<file path="src/sv/swwq_pkg.sv">
// ----------------------------------------------------------------------------
// swwq_pkg
// shared types and codes for the semaphore with wait queue
// ----------------------------------------------------------------------------
`default_nettype none

package swwq_pkg;

    localparam int unsigned COUNT_W   = 8;
    localparam int unsigned ID_PORT_W = 8;

    localparam logic [COUNT_W-1:0] COUNT_RESET = 8'd1;
    localparam logic [COUNT_W-1:0] COUNT_MAX   = 8'hFF;

    typedef enum logic [2:0] {
        ST_ACQUIRED      = 3'd0,
        ST_ALREADY_OWNER = 3'd1,
        ST_BLOCKED       = 3'd2,
        ST_QUEUE_FULL    = 3'd3,
        ST_RELEASED      = 3'd4,
        ST_HANDED        = 3'd5,
        ST_NOT_OWNER     = 3'd6
    } status_t;

    typedef enum logic {
        KIND_DOWN = 1'b0,
        KIND_UP   = 1'b1
    } kind_t;

endpackage

`default_nettype wire

</file>
<file path="src/sv/semaphore_with_wait_queue.sv">
// ----------------------------------------------------------------------------
// semaphore_with_wait_queue
// counting semaphore with one owner and a fifo of waiting task ids
// ----------------------------------------------------------------------------
//
//  channel   handshake           payload
//  -------   -----------------   -----------------------------------------------
//  request   start & !busy       kind, task_id
//  result    done (one cycle)    status, woken_valid, woken_task, owner_valid,
//                                owner_task, available
//  config    cfg_we              cfg_wdata (initial_count, also loads the count)
//
//  one item per cycle; each result appears on the cycle after its item
//  is accepted, set by the single state update and the result register
//  busy is held low: the wait queue ram is read ahead at the next head
//  address, so the oldest waiter is always ready at the next edge
//  reset clears count to 1, ownership and the queue pointers; the queue
//  ram needs no clearing since an entry is only read after it was written
//  the receiver cannot stall, results are shown for exactly one cycle
// ----------------------------------------------------------------------------
`default_nettype none

module semaphore_with_wait_queue #(
    parameter int unsigned QUEUE_DEPTH   = 16,
    parameter int unsigned TASK_ID_WIDTH = 8
) (
    input  wire logic       clk,
    input  wire logic       rst_n,
    // request channel
    input  wire logic       start,
    output logic            busy,
    input  wire logic       kind,
    input  wire logic [7:0] task_id,
    // configuration
    input  wire logic       cfg_we,
    input  wire logic [7:0] cfg_wdata,
    // result channel
    output logic            done,
    output logic [2:0]      status,
    output logic            woken_valid,
    output logic [7:0]      woken_task,
    output logic            owner_valid,
    output logic [7:0]      owner_task,
    output logic [7:0]      available
);

    // only the low id bits that fit the 8-bit port take part
    localparam int unsigned ID_W   = (TASK_ID_WIDTH < swwq_pkg::ID_PORT_W) ?
                                     TASK_ID_WIDTH : swwq_pkg::ID_PORT_W;
    localparam int unsigned PTR_W  = (QUEUE_DEPTH > 1) ? $clog2(QUEUE_DEPTH) : 1;
    localparam int unsigned USED_W = $clog2(QUEUE_DEPTH + 1);

    localparam logic [PTR_W-1:0]  PTR_LAST = PTR_W'(QUEUE_DEPTH - 1);
    localparam logic [USED_W-1:0] USED_FULL = USED_W'(QUEUE_DEPTH);

    // semaphore state
    logic [7:0]        count_reg,  count_next;
    logic              own_reg,    own_next;
    logic [ID_W-1:0]   owner_reg,  owner_next;
    logic [PTR_W-1:0]  head_reg,   head_next;
    logic [PTR_W-1:0]  tail_reg,   tail_next;
    logic [USED_W-1:0] used_reg,   used_next;

    // read-ahead bypass for the head entry
    logic              byp_sel_reg;
    logic [ID_W-1:0]   byp_data_reg;
    logic [ID_W-1:0]   ram_rdata;
    logic [ID_W-1:0]   head_entry;

    // result register
    logic              done_reg;
    swwq_pkg::status_t status_reg, status_next;
    logic              woken_valid_reg, woken_valid_next;
    logic [ID_W-1:0]   woken_task_reg,  woken_task_next;

    logic              accept;
    logic              push;
    logic [ID_W-1:0]   req_id;

    assign accept = start & ~busy;
    assign req_id = task_id[ID_W-1:0];

    // oldest waiter: last cycle's push when it landed on the read address
    assign head_entry = byp_sel_reg ? byp_data_reg : ram_rdata;

    // ------------------------------------------------------------------
    // one request, one pass
    // ------------------------------------------------------------------
    always_comb
    begin
        count_next       = count_reg;
        own_next         = own_reg;
        owner_next       = owner_reg;
        head_next        = head_reg;
        tail_next        = tail_reg;
        used_next        = used_reg;
        push             = 1'b0;
        status_next      = status_reg;
        woken_valid_next = 1'b0;
        woken_task_next  = '0;

        if (accept)
        begin
            if (swwq_pkg::kind_t'(kind) == swwq_pkg::KIND_DOWN)
            begin
                if (own_reg && owner_reg == req_id)
                begin
                    status_next = swwq_pkg::ST_ALREADY_OWNER;
                end
                else if (count_reg != '0)
                begin
                    // granted, also when another task is recorded as owner
                    count_next  = count_reg - 8'd1;
                    own_next    = 1'b1;
                    owner_next  = req_id;
                    status_next = swwq_pkg::ST_ACQUIRED;
                end
                else if (used_reg == USED_FULL)
                begin
                    status_next = swwq_pkg::ST_QUEUE_FULL;
                end
                else
                begin
                    push        = 1'b1;
                    tail_next   = (tail_reg == PTR_LAST) ? '0 : tail_reg + 1'b1;
                    used_next   = used_reg + 1'b1;
                    status_next = swwq_pkg::ST_BLOCKED;
                end
            end
            else
            begin
                if (!own_reg || owner_reg != req_id)
                begin
                    status_next = swwq_pkg::ST_NOT_OWNER;
                end
                else if (used_reg == '0)
                begin
                    // release, count saturates at its top
                    if (count_reg != swwq_pkg::COUNT_MAX)
                    begin
                        count_next = count_reg + 8'd1;
                    end
                    own_next    = 1'b0;
                    owner_next  = '0;
                    status_next = swwq_pkg::ST_RELEASED;
                end
                else
                begin
                    // hand ownership to the oldest waiter
                    head_next        = (head_reg == PTR_LAST) ? '0 : head_reg + 1'b1;
                    used_next        = used_reg - 1'b1;
                    own_next         = 1'b1;
                    owner_next       = head_entry;
                    woken_valid_next = 1'b1;
                    woken_task_next  = head_entry;
                    status_next      = swwq_pkg::ST_HANDED;
                end
            end
        end

        // loading initial_count reloads the count
        if (cfg_we)
        begin
            count_next = cfg_wdata;
        end
    end

    // ------------------------------------------------------------------
    // wait queue storage, read ahead at the next head
    // ------------------------------------------------------------------
    swwq_ram #(
        .WIDTH (ID_W),
        .DEPTH (QUEUE_DEPTH),
        .ADDR_W(PTR_W)
    ) u_queue_ram (
        .clk  (clk),
        .we   (push),
        .waddr(tail_reg),
        .wdata(req_id),
        .raddr(head_next),
        .rdata(ram_rdata)
    );

    always_ff @(posedge clk or negedge rst_n)
    begin
        if (!rst_n)
        begin
            count_reg   <= swwq_pkg::COUNT_RESET;
            own_reg     <= 1'b0;
            owner_reg   <= '0;
            head_reg    <= '0;
            tail_reg    <= '0;
            used_reg    <= '0;
            byp_sel_reg <= 1'b0;
            done_reg    <= 1'b0;
        end
        else
        begin
            count_reg   <= count_next;
            own_reg     <= own_next;
            owner_reg   <= owner_next;
            head_reg    <= head_next;
            tail_reg    <= tail_next;
            used_reg    <= used_next;
            // ram read at the address being written returns stale data
            byp_sel_reg <= push && (tail_reg == head_next);
            done_reg    <= accept;
        end
    end

    // payload registers, no reset needed
    always_ff @(posedge clk)
    begin
        byp_data_reg    <= req_id;
        status_reg      <= status_next;
        woken_valid_reg <= woken_valid_next;
        woken_task_reg  <= woken_task_next;
    end

    // ------------------------------------------------------------------
    // outputs
    // ------------------------------------------------------------------
    assign busy        = 1'b0;
    assign done        = done_reg;
    assign status      = status_reg;
    assign woken_valid = woken_valid_reg;
    assign woken_task  = 8'(woken_task_reg);
    // owner and count after the step are the live state registers
    assign owner_valid = own_reg;
    assign owner_task  = own_reg ? 8'(owner_reg) : 8'd0;
    assign available   = count_reg;

endmodule

`default_nettype wire

</file>
<file path="src/sv/swwq_ram.sv">
// ----------------------------------------------------------------------------
// swwq_ram
// generic single write port ram with one registered read port
// ----------------------------------------------------------------------------
`default_nettype none

module swwq_ram #(
    parameter int unsigned WIDTH = 8,
    parameter int unsigned DEPTH = 16,
    parameter int unsigned ADDR_W = (DEPTH > 1) ? $clog2(DEPTH) : 1
) (
    input  wire logic              clk,
    input  wire logic              we,
    input  wire logic [ADDR_W-1:0] waddr,
    input  wire logic [WIDTH-1:0]  wdata,
    input  wire logic [ADDR_W-1:0] raddr,
    output logic      [WIDTH-1:0]  rdata
);

    logic [WIDTH-1:0] mem_reg [DEPTH];
    logic [WIDTH-1:0] rdata_reg;

    always_ff @(posedge clk)
    begin
        if (we)
        begin
            mem_reg[waddr] <= wdata;
        end
        rdata_reg <= mem_reg[raddr];
    end

    assign rdata = rdata_reg;

endmodule

`default_nettype wire
</file>
<file path="config.mk">
export PLATFORM = sky130hd
export DESIGN_NAME = semaphore_with_wait_queue
export DESIGN_NICKNAME = d
export VERILOG_FILES = /design/src/sv/swwq_pkg.sv /design/src/sv/semaphore_with_wait_queue.sv /design/src/sv/swwq_ram.sv
export SDC_FILE = /design/constraint.sdc
export NUM_CORES = 1
export LEC_CHECK = 0
export BUFFER_PORTS_ARGS = -buffer_cell sky130_fd_sc_hd__buf_2
export CAP_MARGIN = 40
export CORE_MARGIN = 10
export CORE_UTILIZATION = 25
export CTS_BUF_LIST = sky130_fd_sc_hd__clkbuf_8
export CTS_CLUSTER_DIAMETER = 100
export DETAILED_ROUTE_END_ITERATION = 6
export PLACE_DENSITY_LB_ADDON = 0.2
export SLEW_MARGIN = 40
export SYNTH_ARGS = -nofsm -noshare
export SYNTH_HDL_FRONTEND = slang
export SYNTH_SLANG_ARGS = --single-unit
</file>
<file path="constraint.sdc">
create_clock -name clk -period 5.13 [get_ports clk]
set_input_delay 1.026 -clock clk [delete_from_list [all_inputs] [get_ports clk]]
set_output_delay 1.026 -clock clk [all_outputs]
set_load 0.005 [all_outputs]
</file>
# == Yosys cells after proc, flatten, opt, wreduce, memory -nomap -nowiden ==
# Memories as Yosys holds them, arrays and structs flattened. A register that Yosys moved wholly into a read port is not among the register bits.
# Cells that the tools add are included.
# op_classes
n_mux,45
bitwise,5
n_eq_ne,16
addsub,6
n_reduce_logical,14
# ops
op,n
two-way mux 8 bit,15
two-way mux 5 bit,6
two-way mux 4 bit,6
two-way mux 1 bit,14
AND reduction 6 bit,2
!= test 2 bit (second input constant),5
adder 4 x 1 -> 4 bit (second input constant),2
adder 8 x 1 -> 8 bit (second input constant),1
== test 4 bit (second input constant),2
== test 8 bit,1
!= test 8 bit,1
!= test 8 bit (second input constant),1
nonzero test 8 bit,1
subtractor 8 x 1 -> 8 bit (second input constant),1
two-way mux 2 bit,3
!= test 3 x 1 -> 1 bit (second input constant),2
!= test 3 bit (second input constant),2
adder 5 x 1 -> 5 bit (second input constant),1
== test 5 bit (second input constant),1
zero test 5 bit,1
NOT 1 bit,5
AND reduction 5 bit,1
subtractor 5 x 1 -> 5 bit (second input constant),1
== test 4 bit,1
8 further kinds,10
# word_totals
ramBits,128
output_inout_bits,31
reg_bits,52
n_memories,1
wordCells,99
# mem_list
name,depth,width,read_ports,rd_clocked_by_memory_dff,write_ports,line_no,source
u_queue_ram.mem_reg,16,8,1,1,1,swwq_ram.sv:20,logic [WIDTH-1:0] mem_reg [DEPTH];

# == Logic depth before layout (Yosys ltp) ==
# Gate-level depths: netlist of run 1.
# logic_depth
depth_word,8
mapped_depth,11
ltp_nobuf,9

# == Hierarchy ==
# A second synthesis of run 1 with hierarchy kept.
# unflattened
hier_cells,506
hier_area_um2,7950.1
# modules_own_cells
module,n_inst,cells_each,area_per_inst_um2,seq_area_each_um2
swwq_ram,1,229,5147.4,4003.8
semaphore_with_wait_queue,1,277,2802.7,1232.4

# == Least setup slack after synthesis of run 1 ==
# Ideal clock, no wire load.
# synth_path
path_type,input -> register
startpoint,input kind
endpoint,register count_reg[7] (netlist: available[7])
setup_time_ns,0.070
setup_slack_ns,1.466
cell_stages,11
t_arrival_ns,3.594
path_cell_list,buf_2 inv_1 clkbuf_1 ha_1 a21o_1 a21oi_1 o21bai_1 a2111o_1 a21o_1 a2111oi_0 nand3b_1
# synth_via
elab_chain_len,3
word_cells_on_any_way,9
classes_between,eq/ne (4); mux (3); reduce/logical (2)
# synth_lines
item,line_no,source
from (decl),semaphore_with_wait_queue.sv:32,"input wire logic kind,"
"parallel branches: the longest is 3 deep, another holds AND reduction 6 bit",--,
to (signal assigned),semaphore_with_wait_queue.sv:188,count_reg <= swwq_pkg::COUNT_RESET;
to (signal assigned),semaphore_with_wait_queue.sv:199,count_reg <= count_next;
to (decl),semaphore_with_wait_queue.sv:57,"logic [7:0] count_reg, count_next;"
# Several ways; the timed one is not identified. The select of a mux whose other input is x is not followed.
# A chain may end at the register's enable or synchronous reset.

# == Final worst setup path of run 1 ==
# layout_path
startpoint,input task_id[7]
endpoint,register u_queue_ram.rdata_reg[4] (netlist: u_queue_ram.rdata[4]) (read register of u_queue_ram.mem_reg)
# layout_via
elab_chain_len,5
# layout_lines
item,line_no,source
from (decl),semaphore_with_wait_queue.sv:33,"input wire logic [7:0] task_id,"
!= test 8 bit,semaphore_with_wait_queue.sv:132,if (!own_reg || owner_reg != req_id)
logical OR 1 bit,semaphore_with_wait_queue.sv:132,
two-way mux 4 bit,semaphore_with_wait_queue.sv:132,
two-way mux 4 bit,semaphore_with_wait_queue.sv:104,if (swwq_pkg::kind_t'(kind) == swwq_pkg::KIND_DOWN)
two-way mux 4 bit,semaphore_with_wait_queue.sv:102,if (accept)
to (decl),swwq_ram.sv:21,logic [WIDTH-1:0] rdata_reg;
# Every way passes these cells.

==> results of run 1 <==
-- kinds of logic (layout without fill, tap and decap cells) --
logic type / count (synthesis) / in the layout / share of synthesized area, %
adder cells (fa/ha/maj): 16 / 16 / 2.65
flip-flops: 188 / 188 / 64.5
AO/OA/AOI/OAI: 159 / 159 / 14.0
XOR/XNOR: 25 / 25 / 2.70
AND/OR/NAND/NOR: 164 / 164 / 9.52
buffers and inverters: 46 / 113 / 2.64
other: 1 / 1 / 0.0462
multiplexers: 31 / 31 / 3.86
-- through the flow --
stage	hold WS, ns	total power (uW)
finish	0.493	3090
global placement	0.511	2150
detailed placement	0.507	2150
floorplan	0.456	2000
global route	0.502	3240
CTS	0.497	3130
-- layout make-up --
type                    instances  area, um^2  area share [%]
repair buffers                 70         430            4.60
well taps                     435         544            5.81
multi-input cells             396        2720            29.0
inverters                      12        45.0           0.481
clock buffers                  17         234            2.50
flip-flops and latches        188        5240            55.9
clock inverters                14         154            1.64
-- routing by layer --
metal | vias to the layer above | GRT usage (%) | part of all wire, %
met2 | 89 | 17.7 | 46
met1 | 2547 | 15.6 | 49
met5 | - | 0 | 0
met4 | 0 | 2.48 | 0.82
li1 | 2485 | - | -
met3 | 12 | 2.76 | 4.1
-- worst register-to-register path, stage by stage (launching register included) --
cell      delay (ns)
dfrtp_1         0.43
or4_4           0.57
o2111a_1        0.26
nand4_1         0.12
and2_4          0.63
mux2i_1         0.56
a211oi_1        0.15
or4_1           0.48
-- layout by cell type, fill, tap and decap left out, types with 3 or more instances in the layout --
| cell type | count |
|---|---|
| mux2i_1 | 29 |
| a21oi_1 | 20 |
| nand4_1 | 5 |
| nand3_1 | 10 |
| inv_6 | 4 |
| inv_8 | 3 |
| xnor2_1 | 23 |
| dfrtp_1 | 31 |
| a21o_1 | 6 |
| buf_2 | 49 |
| buf_4 | 19 |
| nor4_1 | 4 |
| a21boi_0 | 32 |
| inv_1 | 10 |
| edfxtp_1 | 131 |
| a211oi_1 | 47 |
| ha_1 | 14 |
| nor2_1 | 29 |
| nand2b_1 | 5 |
| or4_1 | 10 |
| clkbuf_8 | 17 |
| nor3_1 | 8 |
| dfxtp_1 | 25 |
| o21ai_0 | 20 |
| a311oi_1 | 16 |
| and2_1 | 10 |
| nor2_2 | 9 |
| nand2_1 | 64 |
-- how the worst max path moves through the flow --
stage,start,endpoint,slack [ns],cells after the start
floorplan,kind,available[7],1.47,11
global placement,task_id[7],u_queue_ram.rdata[4],0.97,8
detailed placement,task_id[7],u_queue_ram.rdata[4],0.96,8
CTS,task_id[7],u_queue_ram.rdata[4],1.48,8
global route,task_id[7],u_queue_ram.rdata[4],1.29,9
finish,task_id[7],u_queue_ram.rdata[4],1.47,8
-- power groups by stage --
stage	Clock, uW	Combinational (uW)	Sequential [uW]
2_1_floorplan	0	257	1740
3_3_place_gp	0	380	1770
3_5_place_dp	0	381	1770
5_1_grt	1070	425	1740
6_report	979	375	1730
4_1_cts	1010	382	1730
==> flow_summary.ini, run 1 <==
[route]
vias_per_cell = 4.53
num_vias = 5133
wl_per_cell_um = 20.1
ant_nets = 0
drt-total-wl_um = 22800
drc = 0
drt_pass1_iterations = 4
drtIter0Drc = 366

[placement]
placed_cell_area_mm2 = 0.00897
place_ws_ns = 0.958
port_buffers = 50
hpwl_um = 15800
dp.cells = 1101
place_congestion = 0.774

[logic_synthesis]
synth.cell_area_mm2 = 0.00811
yosysSeqAreaShare_pct = 64.5
synth_fp_nets = 667
synth_cell_types = 53
synth-seq-cells = 188
postSynth.asyncResetShare_pct = 17.0
yosysMostFrequentCell = edfxtp_1
synth_top_cells_by_count = 131 x edfxtp_1, 64 x nand2_1, 47 x a211oi_1
syn_inst = 630
ys.warnings.count = 0
synth.avg_cell_area_um2 = 12.9
synth_top_area_share_pct = 48.5
synth_edf_count = 131
yosys.area.top_type = edfxtp_1
yosys-top-cells-area = edfxtp_1 48%, dfrtp_1 9.6%, dfxtp_1 6.2%
synth_ff_type = edfxtp_1

[critical_path]
end_kind = flop
critical-path-top-delay-family = simple AND/OR/NAND/NOR gates
worst_r2r_path_depth = 7
path_class = input port to flop
critical_path_peak_fanout = 50
cp.arrival_ns = 4.01
reg2reg_slack_ns = 1.82
worst-path-buf-inv = 1
start_kind = input port
crit_chain = buf_2 -> xnor2_1 -> nand3_1 -> o31ai_4 -> and2_4 -> mux2i_1 -> a211oi_1 -> or4_1
crit_slowest_cell = and2_4
r2r-start = used_reg[1]
cpPeakStageDelay_ns = 0.65
crit_required_ns = 5.47
rr_endpoint = u_queue_ram.rdata[4]

[power]
p_seq_share_pct = 56.1
p_sw_uw = 861
internal_power_uw = 2220
leakage_uw = 0.00337
switching_share_pct = 27.9
power.share.combinational_pct = 12.2
powerDensity_mw_per_mm2 = 330
pwr-share-clk_pct = 31.7
ir_drop_mv = 0.158

[die]
die_h_um = 200
dieArea_mm2 = 0.0401
core_mm2 = 0.0318
io_pins = 52
die_x_um = 200
rows = 65
start_util_pct = 25.5

[grt]
grt.overflow.total = 0
first_global_vias = 5216
grt_pass1_wl_um = 34900
grt_max_degree = 51
antenna_found_initial = 0
track_usage_pct = 11.4

[timing]
fmax_mhz = 273
period_needed_ns = 3.66
worstMarginPinSlew_ns = 0.756
hold_violations = 0
finalCritPeriodShare_pct = 71.4
setup_tns_ns = 0
drv_slew = 0
rsz0062_at_grt = no
slew_headroom_pct = 49.4
setup_violations = 0
setup_slack_ns = 1.47
clock_skew_ns = 0.0221

[clock_tree]
cts-hold-fix-buffers = 0
clk_latency_ns = 0.47
postCtsSetupBuffers = 0
cts_made_buffers = 17
cts_resized = 0
h-tree-depth = 4
cts_root_buffer = clkbuf_8
clockBufferDepth = 2
cts.reportedPaths.clkPinSlew_ns = 0.11
tritoncts = built
cts.sinks = 188

[finish]
fill_cells = 3262
final_layout_size_suffix_gt1_share_pct = 17.6
syn_to_final_growth_pct = 15.4
diodes = 0
largest_reg_flops = 128
final_util_pct = 29.4
final_nets = 722
finalNonFillerCells = 1132
design_area_mm2 = 0.00936

[run_status]
outcome = finished, final reports clean

[job]
drv_cap = 0

[worst_hold_path]
hp-class = input port to asynchronous set/reset pin
No activity file was read; power rests on OpenSTA's default activity.
==> run 2: changes to the inputs <==
--- a/config.mk
+++ b/config.mk
@@ -5,6 +5,7 @@
 export SDC_FILE = /design/constraint.sdc
 export NUM_CORES = 1
 export LEC_CHECK = 0
+export ABC_AREA = 1
 export BUFFER_PORTS_ARGS = -buffer_cell sky130_fd_sc_hd__buf_2
 export CAP_MARGIN = 40
 export CORE_MARGIN = 10
==> constraint.sdc (replaced) <==
create_clock -name clk -period 3 [get_ports clk]
set_input_delay 0.6 -clock clk [delete_from_list [all_inputs] [get_ports clk]]
set_output_delay 0.6 -clock clk [all_outputs]
set_load 0.005 [all_outputs]
==> run 2 against run 1 <==
  * Via count is 25% higher
  * Non-clock buffer count rose by 25
  * Setup slack worse by 0.91 ns
  * Register-to-register slack got worse by 1.3 ns
  * Clock skew decreased by 0.0015 ns
  * Cell count rose by 29%
  * Die area grew 8.4%
  * Largest cell class unchanged
  * Largest power group unchanged
  * Highest routed layer unchanged
==> flow_summary.ini, run 2 <==
[route]
drc = 0
num_vias = 6413
drt-total-wl_um = 25400
vias_per_cell = 4.38
wl_per_cell_um = 17.4
drt_pass1_iterations = 5
ant_nets = 0
drtIter0Drc = 399

[logic_synthesis]
yosys-top-cells-area = edfxtp_1 44%, nand2_1 10%, dfrtp_1 8.7%
postSynth.asyncResetShare_pct = 17.0
synth_ff_type = edfxtp_1
synth-seq-cells = 188
yosysSeqAreaShare_pct = 59.0
synth.cell_area_mm2 = 0.00887
ys.warnings.count = 0
synth_cell_types = 41
yosysMostFrequentCell = nand2_1
syn_inst = 919
synth_fp_nets = 956
yosys.area.top_type = edfxtp_1
synth.avg_cell_area_um2 = 9.66
synth_top_area_share_pct = 44.3
synth_top_cells_by_count = 239 x nand2_1, 144 x nand3_1, 131 x edfxtp_1
synth_edf_count = 131

[die]
start_util_pct = 25.5
die_x_um = 208
die_h_um = 208
core_mm2 = 0.0348
dieArea_mm2 = 0.0434
rows = 68
io_pins = 52

[clock_tree]
cts-hold-fix-buffers = 0
cts_resized = 0
tritoncts = built
cts.reportedPaths.clkPinSlew_ns = 0.10
clk_latency_ns = 0.48
clockBufferDepth = 2
postCtsSetupBuffers = 0
cts_root_buffer = clkbuf_8
h-tree-depth = 4
cts.sinks = 188
cts_made_buffers = 17

[critical_path]
cp.arrival_ns = 2.81
critical_path_peak_fanout = 10
end_kind = flop
r2r-start = owner_reg[6]
path_class = flop to flop
crit_chain = xnor2_1 -> nand4_1 -> nor3_1 -> nand2_1 -> nor3_1 -> nand2_1 -> nand2_2 -> clkinv_2 -> nand3_1 -> nand2_1
crit_required_ns = 3.37
cp_common_cell = nand2_1
crit_slowest_cell = dfrtp_1
worst_r2r_path_depth = 10
reg2reg_slack_ns = 0.56
rr_endpoint = u_queue_ram.rdata[7]
cpPeakStageDelay_ns = 0.45
start_kind = flop

[power]
leakage_uw = 0.00441
powerDensity_mw_per_mm2 = 613
finalPower_uw = 6260
ir_drop_mv = 0.307

[timing]
slew_headroom_pct = 66.1
finalCritPeriodShare_pct = 81.3
setup_violations = 0
hold_violations = 0
rsz0062_at_grt = no
period_needed_ns = 2.44
holdWs_ns = 0.0432
drv_slew = 0
setup_tns_ns = 0
worstMarginPinSlew_ns = 0.494
clock_skew_ns = 0.0206
fmax_mhz = 410

[finish]
mostFrequentLayoutCell = nand2_1
final_cell_mix = 239 x nand2_1, 144 x nand3_1, 131 x edfxtp_1
fill_cells = 3704
syn_to_final_growth_pct = 15.1
diodes = 0
final_layout_size_suffix_gt1_share_pct = 14.7
final_nets = 1032
largest_reg_flops = 128

[worst_hold_path]
hp-class = input port to asynchronous set/reset pin

[grt]
track_usage_pct = 11.7
antenna_found_initial = 0
first_global_vias = 6515
grt.overflow.total = 0
grt_max_degree = 57
grt_pass1_wl_um = 39000

[run_status]
outcome = finished, final reports clean

[placement]
port_buffers = 50
place_congestion = 0.818
hpwl_um = 17900

[job]
drv_cap = 0
run 2: changes by cell type after synthesis, moves of 16 or more:
cell,previous run,this run
a211oi_1,47,0
a21boi_0,32,0
a311oi_1,16,0
inv_1,10,116
mux2i_1,29,9
nand2_1,64,239
nand3_1,10,144
xnor2_1,23,6
run 2: layout make-up:
| cell class | instances | area (um^2) | area share, % |
|---|---|---|---|
| Clock buffer | 17 | 234 | 2.29 |
| Clock inverter | 15 | 171 | 1.68 |
| Inverter | 123 | 468 | 4.58 |
| Multi-Input combinational cell | 570 | 2890 | 28.3 |
| Sequential cell | 188 | 5240 | 51.2 |
| Tap cell | 455 | 569 | 5.57 |
| Timing Repair Buffer | 95 | 646 | 6.32 |
run 2: worst max-delay path: cells and delay by family (launching register included):
family        cells  cell delay (ns)
xor+xnor          1             0.30
buf+inv           1             0.28
flops             1             0.45
simple gates      8             1.30
run 2: metal layers:
| layer | track usage (%) | wire, um | vias to the layer above |
|---|---|---|---|
| met3 | 2.14 | 975 | 14 |
| met4 | 3.09 | 316 | 0 |
| met1 | 16.0 | 12400 | 3097 |
| met2 | 18.5 | 11800 | 115 |
| met5 | 0 | 0 | - |
| li1 | - | - | 3187 |
run 2: report_power, final:
group | internal (uW) | total (uW) | switching, uW
clock | 704 | 1750 | 1050
sequential | 2930 | 3090 | 157
combinational | 520 | 1420 | 898
total | 4160 | 6260 | 2100
run 2: cell families (layout without fill, tap and decap cells):
logic type      after synthesis  after routing  synth area share (%)
simple gates                470            470                  24.0
mux                           9              9                  1.02
compound gates               58             58                  3.52
other cells                   1              1                0.0423
buf+inv                     161            250                  8.39
flops                       188            188                  59.0
xor+xnor                     16             16                  1.58
fa+ha+maj                    16             16                  2.43
run 2: worst max-delay path by stage:
stage          cells past startpoint          from                        end
3_5_place_dp                      12    task_id[7]       u_queue_ram.rdata[7]
2_1_floorplan                      9    task_id[1]  u_queue_ram.mem_reg[7][0]
5_1_grt                           14   used_reg[0]       u_queue_ram.rdata[6]
6_report                          10  owner_reg[6]       u_queue_ram.rdata[7]
3_3_place_gp                      12    task_id[7]       u_queue_ram.rdata[7]
4_1_cts                           14   used_reg[0]       u_queue_ram.rdata[6]
run 2: metrics by stage:
step / cells / setup slack [ns] / util [%] / area [um^2]
floorplan: 919 / 0.445 / - / 8870
global placement: 1430 / 0.219 / 28.1 / 9780
global route: 1463 / 0.279 / 29.4 / 10200
CTS: 1463 / 0.535 / 29.4 / 10200
detailed placement: 1431 / 0.218 / 28.2 / 9810
finish: 1463 / 0.562 / 29.4 / 10200
